===== src/rtl/i2cs_pkg.sv =====
// ---------------------------------------------------------------------------
// i2cs_pkg: shared types and constants of the I2C transaction sequencer
// Operation, action and status codes, write store geometry and the
// structures passed between the sequencer modules.
// ---------------------------------------------------------------------------
package i2cs_pkg;

	// write store geometry
	localparam int WRITE_DEPTH = 16;
	localparam int STORE_AW    = $clog2(WRITE_DEPTH);

	// configuration register indexes
	localparam logic [1:0] REG_SLAVE_ADDR  = 2'd0;
	localparam logic [1:0] REG_WRITE_COUNT = 2'd1;
	localparam logic [1:0] REG_READ_COUNT  = 2'd2;
	localparam logic [1:0] REG_NO_RESTART  = 2'd3;

	typedef enum logic [1:0] {
		OP_LOAD      = 2'd0,
		OP_START     = 2'd1,
		OP_BYTE_DONE = 2'd2,
		OP_POLL      = 2'd3
	} op_t;

	typedef enum logic [2:0] {
		ACT_NONE       = 3'd0,
		ACT_ADDR_WRITE = 3'd1,
		ACT_SEND       = 3'd2,
		ACT_ADDR_READ  = 3'd3,
		ACT_RECEIVE    = 3'd4,
		ACT_STOP       = 3'd5
	} act_t;

	typedef enum logic [1:0] {
		ST_IDLE  = 2'd0,
		ST_BUSY  = 2'd1,
		ST_DONE  = 2'd2,
		ST_ERROR = 2'd3
	} status_t;

	// transaction phase, one-hot
	typedef enum logic [3:0] {
		PH_IDLE  = 4'b0001,
		PH_BUSY  = 4'b0010,
		PH_DONE  = 4'b0100,
		PH_ERROR = 4'b1000
	} phase_t;

	typedef struct packed {
		logic [6:0] dev_addr;
		logic [4:0] write_count;
		logic [7:0] read_count;
		logic       read_without_restart;
	} cfg_t;

	typedef struct packed {
		op_t        op;
		logic [3:0] load_index;
		logic [7:0] load_byte;
		logic       slave_nacked;
		logic [7:0] received_byte;
	} item_t;

	typedef struct packed {
		act_t       action;
		logic [7:0] tx_byte;
		logic       use_mem;
		logic       set_nack;
		logic       rx_valid;
		logic [7:0] rx_index;
		logic [7:0] rx_byte;
		status_t    status;
		logic       done_pulse;
	} res_t;

	// write store access
	typedef struct packed {
		logic                we;
		logic [STORE_AW-1:0] waddr;
		logic [7:0]          wdata;
		logic                re;
		logic [STORE_AW-1:0] raddr;
	} mem_req_t;

endpackage


===== src/rtl/i2cs_req_if.sv =====
// ---------------------------------------------------------------------------
// i2cs_req_if: input item channel
// Valid/ready channel carrying one sequencer input item.
// ---------------------------------------------------------------------------
interface i2cs_req_if;
	logic       valid;
	logic       ready;
	logic [1:0] op;
	logic [3:0] load_index;
	logic [7:0] load_byte;
	logic       slave_nacked;
	logic [7:0] received_byte;

	modport source (
		output valid, op, load_index, load_byte, slave_nacked, received_byte,
		input  ready
	);
	modport sink (
		input  valid, op, load_index, load_byte, slave_nacked, received_byte,
		output ready
	);
endinterface


===== src/rtl/i2cs_rsp_if.sv =====
// ---------------------------------------------------------------------------
// i2cs_rsp_if: result channel
// Valid/ready channel carrying one action for the byte-level I2C core.
// ---------------------------------------------------------------------------
interface i2cs_rsp_if;
	logic       valid;
	logic       ready;
	logic [2:0] action;
	logic [7:0] tx_byte;
	logic       set_nack;
	logic       rx_valid;
	logic [7:0] rx_index;
	logic [7:0] rx_byte;
	logic [1:0] status;
	logic       done_pulse;

	modport source (
		output valid, action, tx_byte, set_nack, rx_valid, rx_index, rx_byte,
		       status, done_pulse,
		input  ready
	);
	modport sink (
		input  valid, action, tx_byte, set_nack, rx_valid, rx_index, rx_byte,
		       status, done_pulse,
		output ready
	);
endinterface


===== src/rtl/i2cs_cfg_if.sv =====
// ---------------------------------------------------------------------------
// i2cs_cfg_if: configuration write channel
// Valid/ready channel carrying a register index and write data.
// ---------------------------------------------------------------------------
interface i2cs_cfg_if;
	logic       valid;
	logic       ready;
	logic [1:0] index;
	logic [7:0] data;

	modport source (
		output valid, index, data,
		input  ready
	);
	modport sink (
		input  valid, index, data,
		output ready
	);
endinterface


===== src/rtl/i2c_master_transaction_sequencer.sv =====
// ---------------------------------------------------------------------------
// i2c_master_transaction_sequencer: I2C write-then-read transaction sequencer
// Steps a byte-level I2C core through a write phase, an optional repeated
// start and a read phase, one action per input item.
// ---------------------------------------------------------------------------
// Usage
//   req: input items (load write byte, start, byte complete, status poll).
//   rsp: one result per item: action for the I2C core, tx byte, set-NACK,
//        received byte with index, status and done pulse.
//   cfg: register writes, always ready; write only while no transfer is
//        in flight.
// Timing
//   An accepted item is registered in the read stage while the write store
//   is read through its registered read port; it then loads the output
//   register, from which it transfers on rsp. One item per cycle is
//   sustained while rsp does not stall; the byte counters and phase update in
//   the accepting cycle so consecutive items see them.
// Stall
//   While rsp is stalled the output register holds; the read stage can take
//   one more item, after which req.ready drops until rsp moves again.
// Reset
//   arst_n clears the phase to idle, the counters and configuration to zero
//   and sets transmit mode. The write store is not cleared; entries are
//   valid once loaded.
// ---------------------------------------------------------------------------
module i2c_master_transaction_sequencer
	import i2cs_pkg::*;
(
	input logic clk,
	input logic arst_n,
	i2cs_req_if.sink   req,
	i2cs_rsp_if.source rsp,
	i2cs_cfg_if.sink   cfg
);

	cfg_t       cfg_q;
	item_t      item;
	res_t       res;
	mem_req_t   mem;
	logic [7:0] mem_rdata;
	logic       accept;
	logic       s1_adv;
	logic       valid_s1;
	res_t       res_s1;
	res_t       res_fwd;
	logic       out_valid_q;
	res_t       out_q;

	// configuration registers
	assign cfg.ready = 1'b1;

	always_ff @(posedge clk or negedge arst_n) begin
		if (!arst_n) begin
			cfg_q <= '0;
		end else if (cfg.valid) begin
			case (cfg.index)
				REG_SLAVE_ADDR:  cfg_q.dev_addr             <= cfg.data[6:0];
				REG_WRITE_COUNT: cfg_q.write_count          <= cfg.data[4:0];
				REG_READ_COUNT:  cfg_q.read_count           <= cfg.data;
				REG_NO_RESTART:  cfg_q.read_without_restart <= cfg.data[0];
				default: ;
			endcase
		end
	end

	// input transfer
	assign s1_adv    = valid_s1 && (!out_valid_q || rsp.ready);
	assign req.ready = !valid_s1 || s1_adv;
	assign accept    = req.valid && req.ready;

	assign item.op            = op_t'(req.op);
	assign item.load_index    = req.load_index;
	assign item.load_byte     = req.load_byte;
	assign item.slave_nacked  = req.slave_nacked;
	assign item.received_byte = req.received_byte;

	i2cs_ctrl u_ctrl (
		.clk    (clk),
		.arst_n (arst_n),
		.accept (accept),
		.item   (item),
		.cfg    (cfg_q),
		.res    (res),
		.mem    (mem)
	);

	// store accesses only on an accepted item
	mem_req_t mem_gated;

	always_comb begin
		mem_gated    = mem;
		mem_gated.we = mem.we && accept;
		mem_gated.re = mem.re && accept;
	end

	i2cs_store u_store (
		.clk   (clk),
		.req   (mem_gated),
		.rdata (mem_rdata)
	);

	// store read stage
	always_ff @(posedge clk or negedge arst_n) begin
		if (!arst_n) begin
			valid_s1 <= 1'b0;
		end else if (accept) begin
			valid_s1 <= 1'b1;
		end else if (s1_adv) begin
			valid_s1 <= 1'b0;
		end
	end

	always_ff @(posedge clk) begin
		if (accept) begin
			res_s1 <= res;
		end
	end

	// merge the store byte into a send result
	always_comb begin
		res_fwd = res_s1;
		if (res_s1.use_mem) begin
			res_fwd.tx_byte = mem_rdata;
		end
	end

	// output register
	always_ff @(posedge clk or negedge arst_n) begin
		if (!arst_n) begin
			out_valid_q <= 1'b0;
		end else if (s1_adv) begin
			out_valid_q <= 1'b1;
		end else if (rsp.ready) begin
			out_valid_q <= 1'b0;
		end
	end

	always_ff @(posedge clk) begin
		if (s1_adv) begin
			out_q <= res_fwd;
		end
	end

	assign rsp.valid      = out_valid_q;
	assign rsp.action     = out_q.action;
	assign rsp.tx_byte    = out_q.tx_byte;
	assign rsp.set_nack   = out_q.set_nack;
	assign rsp.rx_valid   = out_q.rx_valid;
	assign rsp.rx_index   = out_q.rx_index;
	assign rsp.rx_byte    = out_q.rx_byte;
	assign rsp.status     = out_q.status;
	assign rsp.done_pulse = out_q.done_pulse;

	// a done pulse always reports the done status
	a_done_status: assert property (@(posedge clk) disable iff (!arst_n)
		rsp.valid && rsp.done_pulse |-> rsp.status == ST_DONE)
		else $error("done pulse without done status");

	// a received byte goes with no action or a stop
	a_rx_action: assert property (@(posedge clk) disable iff (!arst_n)
		rsp.valid && rsp.rx_valid |-> (rsp.action == ACT_NONE || rsp.action == ACT_STOP))
		else $error("received byte with a transmit action");

	// a read stage result moves into an empty output register
	a_s1_moves: assert property (@(posedge clk) disable iff (!arst_n)
		valid_s1 && !out_valid_q |=> out_valid_q)
		else $error("read stage result not forwarded");

	// no input transfer while both stages are full and the output stalls
	a_full_stall: assert property (@(posedge clk) disable iff (!arst_n)
		valid_s1 && out_valid_q && !rsp.ready |-> !req.ready)
		else $error("input taken while pipeline full");

endmodule


===== src/rtl/i2cs_store.sv =====
// ---------------------------------------------------------------------------
// i2cs_store: write byte store
// Single-write, single-read memory with a registered read port.
// ---------------------------------------------------------------------------
module i2cs_store
	import i2cs_pkg::*;
(
	input  logic     clk,
	input  mem_req_t req,
	output logic [7:0] rdata
);

	logic [7:0] mem_q [WRITE_DEPTH];
	logic [7:0] rdata_q;

	// write port
	always_ff @(posedge clk) begin
		if (req.we) begin
			mem_q[req.waddr] <= req.wdata;
		end
	end

	// read port, registered, holds between reads
	always_ff @(posedge clk) begin
		if (req.re) begin
			rdata_q <= mem_q[req.raddr];
		end
	end

	assign rdata = rdata_q;

endmodule


===== src/rtl/i2cs_ctrl.sv =====
// ---------------------------------------------------------------------------
// i2cs_ctrl: transaction control
// Holds the phase and byte counters, decodes each accepted item into one
// result and drives the write store accesses.
// ---------------------------------------------------------------------------
module i2cs_ctrl
	import i2cs_pkg::*;
(
	input  logic     clk,
	input  logic     arst_n,
	input  logic     accept,
	input  item_t    item,
	input  cfg_t     cfg,
	output res_t     res,
	output mem_req_t mem
);

	phase_t     ph_q, ph_d;
	logic       tm_q, tm_d;
	logic       rp_q, rp_d;
	logic [4:0] bw_q, bw_d;
	logic [7:0] br_q, br_d;
	logic [4:0] wc;
	logic [7:0] last_idx;
	logic [7:0] before_last_idx;

	function automatic status_t phase_code(input phase_t ph);
		status_t s;
		case (ph)
			PH_IDLE:  s = ST_IDLE;
			PH_BUSY:  s = ST_BUSY;
			PH_DONE:  s = ST_DONE;
			PH_ERROR: s = ST_ERROR;
			default:  s = ST_IDLE;
		endcase
		return s;
	endfunction

	// write count clamped to the store depth
	assign wc = (cfg.write_count > 5'(WRITE_DEPTH)) ? 5'(WRITE_DEPTH) : cfg.write_count;
	assign last_idx        = cfg.read_count - 8'd1;
	assign before_last_idx = cfg.read_count - 8'd2;

	// item decode and next state
	always_comb begin
		ph_d = ph_q;
		tm_d = tm_q;
		rp_d = rp_q;
		bw_d = bw_q;
		br_d = br_q;
		res  = '0;
		res.action = ACT_NONE;
		res.status = ST_IDLE;
		mem  = '0;
		case (item.op)
			OP_LOAD: begin
				mem.we    = (32'(item.load_index) < WRITE_DEPTH);
				mem.waddr = item.load_index[STORE_AW-1:0];
				mem.wdata = item.load_byte;
			end
			OP_START: begin
				ph_d = PH_BUSY;
				tm_d = 1'b1;
				rp_d = cfg.read_without_restart;
				bw_d = '0;
				br_d = '0;
				res.action  = ACT_ADDR_WRITE;
				res.tx_byte = {cfg.dev_addr, 1'b0};
			end
			OP_BYTE_DONE: begin
				if (ph_q == PH_BUSY) begin
					if (tm_q) begin
						if (bw_q == wc) begin
							// write phase finished
							if (cfg.read_count != 8'd0) begin
								if (item.slave_nacked) begin
									ph_d       = PH_ERROR;
									res.action = ACT_STOP;
								end else if (rp_q) begin
									tm_d         = 1'b0;
									res.action   = ACT_RECEIVE;
									res.set_nack = (cfg.read_count == 8'd1);
								end else begin
									res.action  = ACT_ADDR_READ;
									res.tx_byte = {cfg.dev_addr, 1'b1};
									rp_d        = 1'b1;
								end
							end else begin
								ph_d           = PH_DONE;
								res.action     = ACT_STOP;
								res.done_pulse = 1'b1;
							end
						end else if (bw_q < wc) begin
							if (item.slave_nacked) begin
								ph_d       = PH_ERROR;
								res.action = ACT_STOP;
							end else begin
								// byte comes from the store's registered read port in the read stage
								res.action  = ACT_SEND;
								res.use_mem = 1'b1;
								mem.re      = 1'b1;
								mem.raddr   = bw_q[STORE_AW-1:0];
								bw_d        = bw_q + 5'd1;
							end
						end
					end else begin
						// receive phase
						res.rx_valid = 1'b1;
						res.rx_index = br_q;
						res.rx_byte  = item.received_byte;
						if (br_q == last_idx) begin
							res.action     = ACT_STOP;
							ph_d           = PH_DONE;
							res.done_pulse = 1'b1;
						end else if (br_q == before_last_idx) begin
							res.set_nack = 1'b1;
						end
						br_d = br_q + 8'd1;
					end
				end
			end
			OP_POLL: begin
				if (ph_q == PH_DONE || ph_q == PH_ERROR) begin
					ph_d = PH_IDLE;
				end
			end
			default: ;
		endcase
		// a poll reports the status before it clears
		res.status = (item.op == OP_POLL) ? phase_code(ph_q) : phase_code(ph_d);
	end

	// state registers
	always_ff @(posedge clk or negedge arst_n) begin
		if (!arst_n) begin
			ph_q <= PH_IDLE;
			tm_q <= 1'b1;
			rp_q <= 1'b0;
			bw_q <= '0;
			br_q <= '0;
		end else if (accept) begin
			ph_q <= ph_d;
			tm_q <= tm_d;
			rp_q <= rp_d;
			bw_q <= bw_d;
			br_q <= br_d;
		end
	end

endmodule


===== src/flat_wrapper.sv =====
// flat-port wrapper written by rule: the top's interface ports become plain ports
module i2c_master_transaction_sequencer_flat import i2cs_pkg::*;
  (clk, arst_n, req_valid, req_op, req_load_index, req_load_byte, req_slave_nacked, req_received_byte, req_ready, rsp_valid, rsp_action, rsp_tx_byte, rsp_set_nack, rsp_rx_valid, rsp_rx_index, rsp_rx_byte, rsp_status, rsp_done_pulse, rsp_ready, cfg_valid, cfg_index, cfg_data, cfg_ready);
  i2cs_req_if req_i ();
  i2cs_rsp_if rsp_i ();
  i2cs_cfg_if cfg_i ();
  input logic clk;
  input logic arst_n;
  input wire logic [$bits(req_i.valid)-1:0] req_valid;
  input wire logic [$bits(req_i.op)-1:0] req_op;
  input wire logic [$bits(req_i.load_index)-1:0] req_load_index;
  input wire logic [$bits(req_i.load_byte)-1:0] req_load_byte;
  input wire logic [$bits(req_i.slave_nacked)-1:0] req_slave_nacked;
  input wire logic [$bits(req_i.received_byte)-1:0] req_received_byte;
  output wire logic [$bits(req_i.ready)-1:0] req_ready;
  output wire logic [$bits(rsp_i.valid)-1:0] rsp_valid;
  output wire logic [$bits(rsp_i.action)-1:0] rsp_action;
  output wire logic [$bits(rsp_i.tx_byte)-1:0] rsp_tx_byte;
  output wire logic [$bits(rsp_i.set_nack)-1:0] rsp_set_nack;
  output wire logic [$bits(rsp_i.rx_valid)-1:0] rsp_rx_valid;
  output wire logic [$bits(rsp_i.rx_index)-1:0] rsp_rx_index;
  output wire logic [$bits(rsp_i.rx_byte)-1:0] rsp_rx_byte;
  output wire logic [$bits(rsp_i.status)-1:0] rsp_status;
  output wire logic [$bits(rsp_i.done_pulse)-1:0] rsp_done_pulse;
  input wire logic [$bits(rsp_i.ready)-1:0] rsp_ready;
  input wire logic [$bits(cfg_i.valid)-1:0] cfg_valid;
  input wire logic [$bits(cfg_i.index)-1:0] cfg_index;
  input wire logic [$bits(cfg_i.data)-1:0] cfg_data;
  output wire logic [$bits(cfg_i.ready)-1:0] cfg_ready;
  assign req_i.valid = req_valid;
  assign req_i.op = req_op;
  assign req_i.load_index = req_load_index;
  assign req_i.load_byte = req_load_byte;
  assign req_i.slave_nacked = req_slave_nacked;
  assign req_i.received_byte = req_received_byte;
  assign req_ready = req_i.ready;
  assign rsp_valid = rsp_i.valid;
  assign rsp_action = rsp_i.action;
  assign rsp_tx_byte = rsp_i.tx_byte;
  assign rsp_set_nack = rsp_i.set_nack;
  assign rsp_rx_valid = rsp_i.rx_valid;
  assign rsp_rx_index = rsp_i.rx_index;
  assign rsp_rx_byte = rsp_i.rx_byte;
  assign rsp_status = rsp_i.status;
  assign rsp_done_pulse = rsp_i.done_pulse;
  assign rsp_i.ready = rsp_ready;
  assign cfg_i.valid = cfg_valid;
  assign cfg_i.index = cfg_index;
  assign cfg_i.data = cfg_data;
  assign cfg_ready = cfg_i.ready;
  i2c_master_transaction_sequencer u_core (.clk(clk), .arst_n(arst_n), .req(req_i), .rsp(rsp_i), .cfg(cfg_i));
endmodule

===== config.mk =====
export PLATFORM = sky130hd
export DESIGN_NAME = i2c_master_transaction_sequencer_flat
export DESIGN_NICKNAME = d
export VERILOG_FILES = /design/src/rtl/i2cs_pkg.sv /design/src/rtl/i2cs_req_if.sv /design/src/rtl/i2cs_rsp_if.sv /design/src/rtl/i2cs_cfg_if.sv /design/src/rtl/i2c_master_transaction_sequencer.sv /design/src/rtl/i2cs_store.sv /design/src/rtl/i2cs_ctrl.sv /design/src/flat_wrapper.sv
export SDC_FILE = /design/constraint.sdc
export NUM_CORES = 1
export LEC_CHECK = 0
export ABC_CLOCK_PERIOD_IN_PS = 3890
export BUFFER_PORTS_ARGS = -buffer_cell sky130_fd_sc_hd__buf_4
export CORE_MARGIN = 2
export CORE_UTILIZATION = 45
export CTS_CLUSTER_SIZE = 20
export DETAILED_ROUTE_END_ITERATION = 8
export MAX_ROUTING_LAYER = met4
export PLACE_DENSITY_LB_ADDON = 0.2
export REMOVE_ABC_BUFFERS = 1
export SLEW_MARGIN = 5
export SYNTH_ARGS = -nofsm -noshare
export SYNTH_HDL_FRONTEND = slang
export SYNTH_SLANG_ARGS = --single-unit

===== constraint.sdc =====
create_clock -name clk -period 3.89 [get_ports clk]
set_input_delay 0.1945 -clock clk [delete_from_list [all_inputs] [get_ports clk]]
set_output_delay 0.1945 -clock clk [all_outputs]
set_load 0.02 [all_outputs]

Yosys cells after proc, flatten, opt, wreduce, memory -nomap -nowiden
Memory sizes are Yosys's and may differ from the RTL's. A register that Yosys moved wholly into a read port is not among the register bits.
Cells that the tools add are included.
Word-level totals
  output and inout bits: 35
  input bits: 38
  memory bits (read-only): 0
  memory bits (writable): 128
  latch bits: 0
  register bits: 107
  logic and storage cells: 168
  memories kept: 1
Memory list
  u_core.u_store.mem_q: depth 16, bits a word 8, read ports 1, clocked after Yosys merged registers in 1, write ports 1, RTL line i2cs_store.sv:13  | logic [7:0] mem_q [WRITE_DEPTH];
Operators by class
  multipliers: 0
  shifts and indexed selects: 0
  div/mod/pow operators: 0
  eq/ne operators: 24
  bitwise operators: 4
  add/sub/neg operators: 4
  order comparisons: 2
  reductions and logical operators: 26
  mux-type cells: 79
Operator list (number)
  $mux W5: 12
  $mux W8: 7
  $mux W4: 8
  $mux W1: 31
  $mux W30: 1
  $mux W3: 8
  $pmux W11 S2: 1
  $mux W17: 1
  $eq A8 B8 Y1: 2
  $ne A2 B2 Y1 const B: 8
  $pmux W8 S2: 1
  $reduce_and A7 Y1: 2
  $mux W13: 1
  $pmux W2 S3: 2
  $pmux W4 S3: 1
  $pmux W5 S2: 1
  $reduce_and A2 Y1: 5
  $mux W9: 1
  $add A8 B1 Y8 const B: 1
  $eq A2 B2 Y1 const B: 4
  $eq A4 B2 Y1 const B: 2
  $eq A4 B3 Y1 const B: 2
  $eq A4 B4 Y1 const B: 2
  $eq A8 B1 Y1 const B: 1
  other kinds (20): 34

Depth between registers and ports, before layout
Gate-level depths: netlist (run 1).
  word-level depth: 11
  gate-level depth with buffers: 14
  gate-level depth less buffers: 10

Hierarchy
A second synthesis (run 1) with hierarchy kept.
Second synthesis, totals
  cell total of the unflattened synthesis: 648
  area total of the unflattened synthesis: 10397.5 µm²
Modules (own cells, without submodules)
  i2cs_store: sequential area each 4083.9 µm², cells each 229, instances 1, area an instance 5227.5 µm²
  i2c_master_transaction_sequencer: sequential area each 2527.4 µm², cells each 132, instances 1, area an instance 2964.1 µm²
  i2cs_ctrl: sequential area each 478.0 µm², cells each 287, instances 1, area an instance 2205.9 µm²

Worst setup path before layout (run 1)
OpenSTA, ideal clock, no wires.
  kind: flip-flop to flip-flop
  start: register u_core.u_ctrl.bw_q[0]
  end: register u_core.u_store.rdata_q[0], in the netlist u_core.u_store.rdata[0], read port of u_core.u_store.mem_q, enable pin
  period minus slack after synthesis: 3540 ps
  slack: 350 ps
  setup time: 395 ps
  data arrival time: 3145 ps
  path buffers: 4
  stages on the path, launching flop included: 11
  data required time: 3495 ps
  path through: dfrtp_1 clkbuf_1 buf_1 inv_1 clkbuf_1 ha_1 nand3_1 nor2_1 or3b_1 clkbuf_1 nor4_1
RTL lines
  start: declaration: RTL line i2cs_ctrl.sv:21  | logic [4:0] bw_q, bw_d;
  start signal: assignment: RTL line i2cs_ctrl.sv:145  | bw_q <= bw_d;
  end: declaration: RTL line i2cs_store.sv:14  | logic [7:0] rdata_q;

==> impl_metrics.yaml, run 1 <==
yosys:
  netlist-cell-type-count: 72
  count_of_flip_flops_with_a_built_in_enable_after_synthesis: 201
  syn-instance-count: 707
  synth.yosys.warnings: 0
  post_synth.cell_area_avg_um2: 14.7
  ys_seq_elements: 243
  synth-seq-area-share_pct: 68.1
  postSynth.asyncResetShare_pct: 17.3
  synth_flop_cell: "edfxtp_1"
  netlist_area_um2: 10400
grt:
  number_of_antenna_violations_at_the_first_check_in_global_routing: 0
  grt_start_max_net_pins: 43
  first_global_vias: 6279
  grt_pass1_wl_um: 34900
  grt-ovfl-total: 0
  grt_util_all_layers_pct: 19.0
floorplan:
  die_w_um: 156
  std_cell_rows: 55
  initial_util_pct: 46.0
  die_y_um: 156
  fp.coreArea_um2: 22600
  floorplan.die_area_um2: 24400
  ioPinCount: 73
worst_hold_path:
  min_path_type: "input pin to flip-flop"
  worst_hold_path.num_cells: 3
layout:
  finish.net_count: 863
  most-common-layout-cells: "201 x edfxtp_1, 86 x buf_4, 47 x nor2_1, 45 x nand2_1, 39 x dfrtp_1"
  fraction_of_final_layout_cells_with_drive_strength_greater_than_1_pct: 24.1
  fill_cells: 1821
  antenna_cells_inserted: 0
  area_delta_synth_final_pct: 19.1
  final_common_cell: "edfxtp_1"
place:
  finalWeightedCongestion: 0.919
  detailedPlacementHpwl_um: 14700
  io_buffers: 71
  pre_cts_slack_ns: 0.951
timing:
  fin_skew_ns: 0.0173
  setup_tns_ns: 0
  grt_setup_unrepaired: "no"
  fin_ws_ns: 0.938
  tightestPinTransition_ns: 1.02
  timing.final.hold_violations: 0
  max-slew-margin-rel_pct: 31.8
  finalWorstPathRequiredPeriod_ns: 2.95
  layout_worst_path_cycle_share_pct: 75.9
  finalSetupViolations: 0
  slew_viol_final: 0
  maxClockFrequency_ghz: 0.339
setup_path:
  r2r_cells: 9
  worst_setup_path_end_kind: "flip-flop"
  crit_path_start_kind: "flip-flop"
  worst_path_maximum_fanout: 11
  worst-endpoint-required_ns: 4.19
  worstPathArrival_ns: 3.25
  worst-setup-path-type: "flip-flop to flip-flop"
clock_tree:
  cts_setup_buffers: 0
  tritoncts.num_buffers: 27
  cts.repair.resized: 0
  clock_tree.root_cell: "clkbuf_16"
  cts-hold-fix-buffers: 20
  cts.sinks: 243
  depth_of_the_cts_h_tree: 1
  insertion_delay_ns: 0.55
  clk_transition_reported_paths_ns: 0.06
  clock_tree_from_tritoncts: "yes"
  cts-root-to-sink-buffers: 3
detailed_routing:
  drt_wl_total_um: 22000
  via_count: 6080
  drt_pre_antenna_iters: 5
  wl_per_cell_um: 19.7
  drc: 0
  postRouteAntennaNets: 0
  drt_via_density: 5.45
  first_iter_violations: 366
power_and_ir_drop:
  ir_drop_v: 0.000425
  power-per-cell-area_nw_per_um2: 538
  cellLeakagePower_uw: 0.00461
status:
  status: "finished, final reports clean"
job:
  maxCapViolations: 0
metal layers:
layer | track usage (%) | wire length (µm)
met1 | 25.8 | 9880
met5 | - | 0
met3 | 2.72 | 1200
met2 | 30.6 | 10400
met4 | 4.94 | 496
worst max-delay path, stage by stage, from the launching register on:
cell and delay, ns:
dfrtp_1 0.37, inv_1 0.30, ha_1 0.31, nand3_1 0.10, nor2_1 0.10, or3b_1 0.50
a2111o_1 0.47, and2_1 0.19, xor2_1 0.15, a31o_1 0.21
synthesized netlist by cell type (10+ instances only):
library cell | number | share of area [%]
a211oi_1 | 11 | 0.79
a21oi_1 | 18 | 0.87
and2_1 | 35 | 2.1
clkbuf_1 | 19 | 0.69
dfrtp_1 | 40 | 9.6
edfxtp_1 | 201 | 58
ha_1 | 16 | 1.9
inv_1 | 13 | 0.47
mux2_2 | 38 | 4.1
mux4_2 | 16 | 3.5
nand2_1 | 45 | 1.6
nand3_1 | 10 | 0.48
nor2_1 | 47 | 1.7
o21ai_0 | 37 | 1.8
xor2_1 | 15 | 1.3
final timing paths:
check	from	to	slack, ns
hold reg to reg	u_core.res_fwd[15]	u_core.rsp.rx_index[4]	0.42
setup reg to reg	u_core.u_ctrl.bw_q[0]	u_core.res_fwd[1]	0.94
hold / removal	cfg_index[1]	u_core.cfg_q[0]	0.03
setup / recovery	u_core.u_ctrl.bw_q[0]	u_core.res_fwd[1]	0.94
min in group asynchronous	arst_n	u_core.u_ctrl.br_q[4]	0.19
max in group asynchronous	arst_n	u_core.u_ctrl.bw_q[2]	3.30
kinds of logic (layout without fill, tap and decap cells):
logic type / Yosys count / count (layout) / synth area share, %
mux: 62 / 62 / 8.34
other cells: 1 / 1 / 0.0360
flops: 243 / 243 / 68.1
compound gates: 120 / 120 / 7.56
buf+inv: 46 / 169 / 1.96
xor+xnor: 22 / 22 / 1.92
fa+ha+maj: 16 / 16 / 1.92
simple gates: 197 / 197 / 10.1
flip-flops by register name, indices dropped and copies added (netlist names), 2 cells and up:
register and cells:
u_core.cfg_q 21, u_core.res_fwd 25, u_core.res_s1 8, u_core.rsp.action 3, u_core.rsp.rx_byte 8, u_core.rsp.rx_index 8, u_core.rsp.status 2, u_core.rsp.tx_byte 8
u_core.u_ctrl.br_q 8, u_core.u_ctrl.bw_q 5, u_core.u_ctrl.ph_q 4, u_core.u_store.mem_q 128, u_core.u_store.rdata 8
final cells by class:
type,instances,area (µm²),share of cell area [%]
Clock buffer,35,716,5.77
Clock inverter,15,218,1.76
Inverter,13,48.8,0.394
Multi-Input combinational cell,418,3120,25.2
Sequential cell,243,7090,57.2
Tap cell,285,357,2.88
Timing Repair Buffer,106,846,6.82
where the power goes:
| group | total [µW] | switching [µW] | internal [µW] |
|---|---|---|---|
| Sequential | 3040 | 97.3 | 2940 |
| Clock | 2640 | 1010 | 1640 |
| Combinational | 989 | 583 | 406 |
| Total | 6670 | 1690 | 4990 |
stage by stage:
| step | total power, µW | util (%) | hold slack [ns] | instances | instance area, µm² |
|---|---|---|---|---|---|
| after floorplan | 3720 | - | -0.101 | 674 | 10300 |
| after global placement | 4050 | 49.7 | 0.220 | 1045 | 11300 |
| after detailed placement | 4070 | 49.7 | 0.233 | 1045 | 11300 |
| after CTS | 6740 | 54.7 | 0.00928 | 1115 | 12400 |
| after global routing | 6950 | 54.7 | 0.0294 | 1115 | 12400 |
| final | 6670 | 54.7 | 0.0302 | 1115 | 12400 |
Note: power is estimated with default switching activity, not from simulation.
==> run 2, diff against run 1 <==
--- a/config.mk
+++ b/config.mk
@@ -5,7 +5,8 @@
 export SDC_FILE = /design/constraint.sdc
 export NUM_CORES = 1
 export LEC_CHECK = 0
-export ABC_CLOCK_PERIOD_IN_PS = 3890
+export ABC_AREA = 1
+export ABC_CLOCK_PERIOD_IN_PS = 2700
 export BUFFER_PORTS_ARGS = -buffer_cell sky130_fd_sc_hd__buf_4
 export CORE_MARGIN = 2
 export CORE_UTILIZATION = 45
==> constraint.sdc (replaced) <==
create_clock -name clk -period 2.7 [get_ports clk]
set_input_delay 0.135 -clock clk [delete_from_list [all_inputs] [get_ports clk]]
set_output_delay 0.135 -clock clk [all_outputs]
set_load 0.02 [all_outputs]
==> impl_metrics.yaml, run 2 <==
worst_hold_path:
  worst_hold_path.num_cells: 3
  min_path_type: "input pin to flip-flop"
setup_path:
  critical_path.slowest_cell: "dfrtp_1"
  cpPeakStageDelay_ns: 0.38
  critical_path.cell_chain: "o41ai_2 > buf_4 > nand2_4 > ha_4 > nand2_2 > inv_2 > o21bai_4 > nand3_2 > nor2_4 > nand2_4 > nor2_8 > inv_8 > buf_8 > buf_6 > o21ai_2 > o211ai_1 > nand3_1 > nand2_1"
  worst-endpoint-required_ns: 2.99
  worst_setup_path_end_kind: "flip-flop"
  worst-setup-path-type: "flip-flop to flip-flop"
  crit_path_start_kind: "flip-flop"
  worstPathArrival_ns: 3.17
  critical_path_buffer_and_inverter_count: 5
  path_depth: 18
  timing.critical_path.max_delay_family: "simple AND/OR/NAND/NOR gates"
  worst_path_maximum_fanout: 6
  r2r_cells: 18
  cpMostUsedCell: "nand2_4"
  regToRegSetupSlack_ns: -0.18
layout:
  fraction_of_final_layout_cells_with_drive_strength_greater_than_1_pct: 23.6
  layout.cell_area.non_filler_um2: 13600
  area.sequential_um2: 7090
  most-common-layout-cells: "231 x nand2_1, 201 x edfxtp_1, 130 x buf_4, 117 x nor2_1, 79 x inv_1"
  area_delta_synth_final_pct: 26.6
  largest_reg_flops: 128
  fill_cells: 1976
  largest_register: "u_core.u_store.mem_q"
  multiInputGateArea_um2: 3350
  antenna_cells_inserted: 0
  final_common_cell: "nand2_1"
  finish.net_count: 1207
power_and_ir_drop:
  intPower_uw: 6930
  portion_of_total_power_attributed_to_sequential_cells_pct: 47.0
  cellLeakagePower_uw: 0.00562
  power-per-cell-area_nw_per_um2: 690
  ir_drop_v: 0.000428
  clock_power_share_pct: 38.0
  power.net_switching_uw: 2430
  p_sw_share_pct: 26.0
  pwr-share-comb_pct: 15.1
grt:
  grt_start_max_net_pins: 43
  grt_pass1_wl_um: 39600
  first_global_vias: 7174
  grt_util_all_layers_pct: 21.4
  number_of_antenna_violations_at_the_first_check_in_global_routing: 0
  grt-ovfl-total: 0
timing:
  timing.final.hold_violations: 0
  finalWorstPathRequiredPeriod_ns: 2.88
  fin_skew_ns: 0.0255
  max-slew-margin-rel_pct: 53.8
  finalSetupViolations: 10
  maxClockFrequency_ghz: 0.347
  fin_ws_ns: -0.181
  setup_tns_ns: -1.27
  slew_viol_final: 0
  grt_setup_unrepaired: "yes"
  layout_worst_path_cycle_share_pct: 107
  tightestPinTransition_ns: 0.693
yosys:
  netlist.area_leader.share_pct: 56.3
  synth_top_cell_by_area: "edfxtp_1"
  count_of_flip_flops_with_a_built_in_enable_after_synthesis: 201
  synth_flop_cell: "edfxtp_1"
  netlist_area_um2: 10700
  ys_seq_elements: 243
  post_synth.cell_area_avg_um2: 10.9
  synth-seq-area-share_pct: 66.2
  postSynth.asyncResetShare_pct: 17.3
  yosys.cell_count.top_type: "nand2_1"
  commonest_cells_in_the_netlist: "246 x nand2_1, 201 x edfxtp_1, 124 x nor2_1"
  synth.yosys.warnings: 0
  syn-instance-count: 987
  netlist_top_cells_area: "edfxtp_1 56%, dfrtp_1 9.3%, nand2_1 8.6%, nor2_1 4.3%, nand3_1 3.0%"
  netlist-cell-type-count: 45
floorplan:
  ioPinCount: 73
  floorplan.die_area_um2: 25100
  std_cell_rows: 56
  initial_util_pct: 45.8
  die_y_um: 158
  die_w_um: 158
  fp.coreArea_um2: 23400
place:
  area_after_dpl_um2: 12100
  detailedPlacementHpwl_um: 16800
  io_buffers: 71
  finalWeightedCongestion: 0.887
clock_tree:
  clock_tree.root_cell: "clkbuf_16"
  depth_of_the_cts_h_tree: 1
  clk_transition_reported_paths_ns: 0.07
  cts.sinks: 243
  insertion_delay_ns: 0.53
  clock_tree_from_tritoncts: "yes"
  tritoncts.num_buffers: 25
  cts-root-to-sink-buffers: 3
status:
  status: "finished with violations"
  failing_checks: "setup timing"
detailed_routing:
  drt_pre_antenna_iters: 5
  drc: 0
  via_count: 7531
  drt_via_density: 5.05
  postRouteAntennaNets: 0
  wl_per_cell_um: 17.3
  first_iter_violations: 657
  drt_wl_total_um: 25700
job:
  maxCapViolations: 0
-- run 2: worst paths after layout --
kind	start	to
setup / recovery	u_core.cfg_q[9]	u_core.u_store.rdata[6]
hold / removal	req_load_index[3]	u_core.u_store.mem_q[4][7]
setup reg to reg	u_core.cfg_q[9]	u_core.u_store.rdata[6]
hold reg to reg	u_core.res_fwd[6]	u_core.rsp.rx_byte[3]
max in group asynchronous	arst_n	u_core.cfg_q[11]
min in group asynchronous	arst_n	u_core.u_ctrl.br_q[0]
-- run 2: power groups by stage --
stage	registers [µW]	logic, µW	clock network [µW]
finish	4400	1410	3550
global placement	4460	1230	0
detailed placement	4460	1230	0
global route	4410	1560	3770
floorplan	4550	626	0
CTS	4390	1330	3620
-- run 2: kinds of logic (layout without fill, tap and decap cells) --
group | after synthesis | after routing | synth area share [%]
buffers and inverters | 120 | 305 | 4.97
other | 1 | 1 | 0.0350
and+or+nand+nor | 475 | 475 | 19.2
adders and majority gates | 16 | 16 | 1.87
AOI/OAI and AO/OA | 112 | 112 | 5.93
xor gates and xnor gates | 11 | 11 | 0.899
DFF | 243 | 243 | 66.2
muxes | 9 | 9 | 0.946
-- run 2: through the flow --
stage          total power (µW)  utilization, %  instances  setup slack [ns]  hold slack, ns
3_5_place_dp               5700            51.5       1411            -0.413           0.183
2_1_floorplan              5180               -        956            -0.395          -0.161
6_report                   9360            58.0       1491            -0.181          0.0976
4_1_cts                    9340            57.1       1486            -0.233          0.0795
3_3_place_gp               5680            51.5       1411            -0.334           0.187
5_1_grt                    9750            58.0       1491            -0.341           0.101
-- run 2: routing by layer --
| metal | part of all wire (%) | global-route usage (%) | vias up |
|---|---|---|---|
| li1 | - | - | 3689 |
| met1 | 46 | 30.2 | 3581 |
| met2 | 46 | 33.1 | 217 |
| met3 | 6.0 | 3.08 | 44 |
| met4 | 2.1 | 5.32 | 0 |
| met5 | 0 | - | - |
-- run 2: area by class of cell --
| cell class | instances | area share, % |
|---|---|---|
| timing repair buffer | 170 | 11.3 |
| sequential | 243 | 52.3 |
| clock buffer | 26 | 4.64 |
| clock inverter | 20 | 1.61 |
| multi-input combinational | 624 | 24.7 |
| inverter | 89 | 2.55 |
| tap | 319 | 2.94 |
-- run 2: what timing repair did --
item | CTS | global route
buffers inserted | 4 | 3
pin swaps | 26 | 31
endpoints found under the hold margin | 72 | 0
hold buffers | 23 | 0
endpoints found under the setup margin | 26 | 27
cloned | 2 | 2
gates resized for setup | 38 | 35
-- run 2: tightest hold or removal path, delay by kind of cell --
kind,cells,cell delay (ns)
buf+inv,2,0.26
simple gates,1,0.05
==> run 3, diff against run 2 <==
--- a/config.mk
+++ b/config.mk
@@ -6,13 +6,12 @@
 export NUM_CORES = 1
 export LEC_CHECK = 0
 export ABC_AREA = 1
-export ABC_CLOCK_PERIOD_IN_PS = 2700
+export ABC_CLOCK_PERIOD_IN_PS = 2900
 export BUFFER_PORTS_ARGS = -buffer_cell sky130_fd_sc_hd__buf_4
 export CORE_MARGIN = 2
 export CORE_UTILIZATION = 45
-export CTS_CLUSTER_SIZE = 20
+export CTS_CLUSTER_SIZE = 28
 export DETAILED_ROUTE_END_ITERATION = 8
-export MAX_ROUTING_LAYER = met4
 export PLACE_DENSITY_LB_ADDON = 0.2
 export REMOVE_ABC_BUFFERS = 1
 export SLEW_MARGIN = 5
==> constraint.sdc (replaced) <==
create_clock -name clk -period 2.9 [get_ports clk]
set_input_delay 0.145 -clock clk [delete_from_list [all_inputs] [get_ports clk]]
set_output_delay 0.145 -clock clk [all_outputs]
set_load 0.02 [all_outputs]
==> impl_metrics.yaml, run 3 (synthesized netlist as in run 2, its figures left out) <==
detailed_routing:
  via_count: 7577
  first_iter_violations: 543
  drt_via_density: 5.16
  drt_wl_total_um: 26000
  drc: 0
  postRouteAntennaNets: 0
  wl_per_cell_um: 17.7
  drt_pre_antenna_iters: 5
setup_path:
  worst_setup_path_end_kind: "flip-flop"
  worst-setup-path-type: "flip-flop to flip-flop"
  worst_path_maximum_fanout: 8
  startpoint_of_the_worst_setup_timing_path: "u_core.cfg_q[12]"
  worstPathArrival_ns: 3.19
  worst-endpoint-required_ns: 3.17
  critical_path.reg2reg.startpoint: "u_core.cfg_q[12]"
  crit_path_start_kind: "flip-flop"
layout:
  most-common-layout-cells: "216 x nand2_1, 201 x edfxtp_1, 121 x nor2_1, 114 x buf_4, 79 x inv_1"
  layout.cell_area.non_filler_um2: 13300
  area_delta_synth_final_pct: 24.3
  final_common_cell: "nand2_1"
  fraction_of_final_layout_cells_with_drive_strength_greater_than_1_pct: 23.7
  finish.net_count: 1186
  largest_reg_flops: 128
  largest_register: "u_core.u_store.mem_q"
  antenna_cells_inserted: 0
timing:
  finalSetupViolations: 1
  fin_skew_ns: 0.0180
  slew_viol_final: 0
  grt_setup_unrepaired: "yes"
  layout_worst_path_cycle_share_pct: 101
  hold_slack_ns: 0.119
  tightestPinTransition_ns: 0.742
  finalWorstPathRequiredPeriod_ns: 2.93
  maxClockFrequency_ghz: 0.342
  timing.final.hold_violations: 0
  max-slew-margin-rel_pct: 50.4
  fin_ws_ns: -0.0254
grt:
  grt_start_max_net_pins: 43
  grt_pass1_wl_um: 39900
  number_of_antenna_violations_at_the_first_check_in_global_routing: 0
  grt-ovfl-total: 0
  first_global_vias: 7167
  grt_util_all_layers_pct: 21.1
status:
  status: "finished with violations"
  failing_checks: "setup timing"
clock_tree:
  depth_of_the_cts_h_tree: 1
  tritoncts.num_buffers: 25
  clock_tree.root_cell: "clkbuf_16"
  insertion_delay_ns: 0.53
  clk_transition_reported_paths_ns: 0.06
  cts.sinks: 243
  cts-root-to-sink-buffers: 3
  clock_tree_from_tritoncts: "yes"
floorplan:
  die_y_um: 158
  floorplan.die_area_um2: 25100
  initial_util_pct: 45.8
  ioPinCount: 73
  fp.coreArea_um2: 23400
  std_cell_rows: 56
  die_w_um: 158
power_and_ir_drop:
  cellLeakagePower_uw: 0.00548
  power-per-cell-area_nw_per_um2: 628
  ir_drop_v: 0.000336
  fin_total_pwr_uw: 8360
place:
  detailedPlacementHpwl_um: 16500
  io_buffers: 71
  area_after_dpl_um2: 11900
  finalWeightedCongestion: 0.873
job:
  maxCapViolations: 0
worst_hold_path:
  hold_path.startpoint: "req_load_index[3]"
  min_path_type: "input pin to flip-flop"
==> run 3: where the power goes <==
group | internal [µW] | switching (µW) | leakage (µW)
combinational | 493 | 762 | 0.00275
clock | 1700 | 1290 | 0.000368
sequential | 3970 | 134 | 0.00237
total | 6170 | 2190 | 0.00548
==> run 3: worst max-delay path: stages (launching register included) <==
cell and delay, ns:
dfrtp_1 0.41, o41ai_2 0.35, buf_4 0.20, nand2_2 0.07
ha_4 0.27, nand2_4 0.05, nor2_4 0.12, nand2_2 0.08
inv_2 0.08, nor2_4 0.05, nand2_4 0.10, nor2_8 0.06
buf_8 0.14, buf_12 0.13, buf_16 0.14, nand2_1 0.05
nand2_1 0.06, nand2_1 0.08, nand3_2 0.09, nand3_2 0.08
nand2_1 0.06
==> run 3: timing repair <==
action / in CTS / in global routing
cloned: 4 / 0
setup buffers: 4 / 0
hold endpoints to repair: 71 / 0
pin swaps: 18 / 39
hold buffers: 23 / 0
resized for setup: 40 / 53
endpoints found under the setup margin: 8 / 17
==> run 3: layer usage <==
metal | GRT usage (%) | vias to the layer above | part of all wire (%)
li1 | - | 3645 | -
met1 | 31.4 | 3614 | 45
met2 | 31.4 | 271 | 45
met3 | 3.48 | 47 | 6.9
met4 | 7.34 | 0 | 2.6
met5 | 0 | - | 0
==> run 3: layout make-up <==
cell class | instances | area, µm²
clock inverters | 11 | 86.3
repair buffers | 149 | 1300
clock buffers | 34 | 669
well taps | 319 | 399
multi-input cells | 624 | 3440
flip-flops and latches | 243 | 7090
fillers | 1973 | 10100
inverters | 89 | 342
==> run 3: final timing paths <==
check / endpoint / slack, ns / depth (start not counted)
hold / removal: u_core.u_store.mem_q[4][4] / 0.12 / 3
hold reg to reg: u_core.rsp.done_pulse / 0.42 / 0
max in group asynchronous: u_core.u_ctrl.rp_q / 2.32 / 2
min in group asynchronous: u_core.u_ctrl.br_q[0] / 0.16 / 2
setup / recovery: u_core.u_store.rdata[1] / -0.03 / 20
setup reg to reg: u_core.u_store.rdata[1] / -0.03 / 20
==> run 3: per-stage QoR <==
step | std cells | setup TNS, ns | worst slack [ns] | utilization (%)
after CTS | 1471 | -0.0408 | -0.0151 | 56.3
after global placement | 1395 | -0.812 | -0.130 | 50.7
final | 1469 | -0.0254 | -0.0254 | 56.9
after detailed placement | 1395 | -1.24 | -0.193 | 50.7
after floorplan | 956 | -1.54 | -0.195 | -
after global routing | 1469 | -1.32 | -0.168 | 56.9
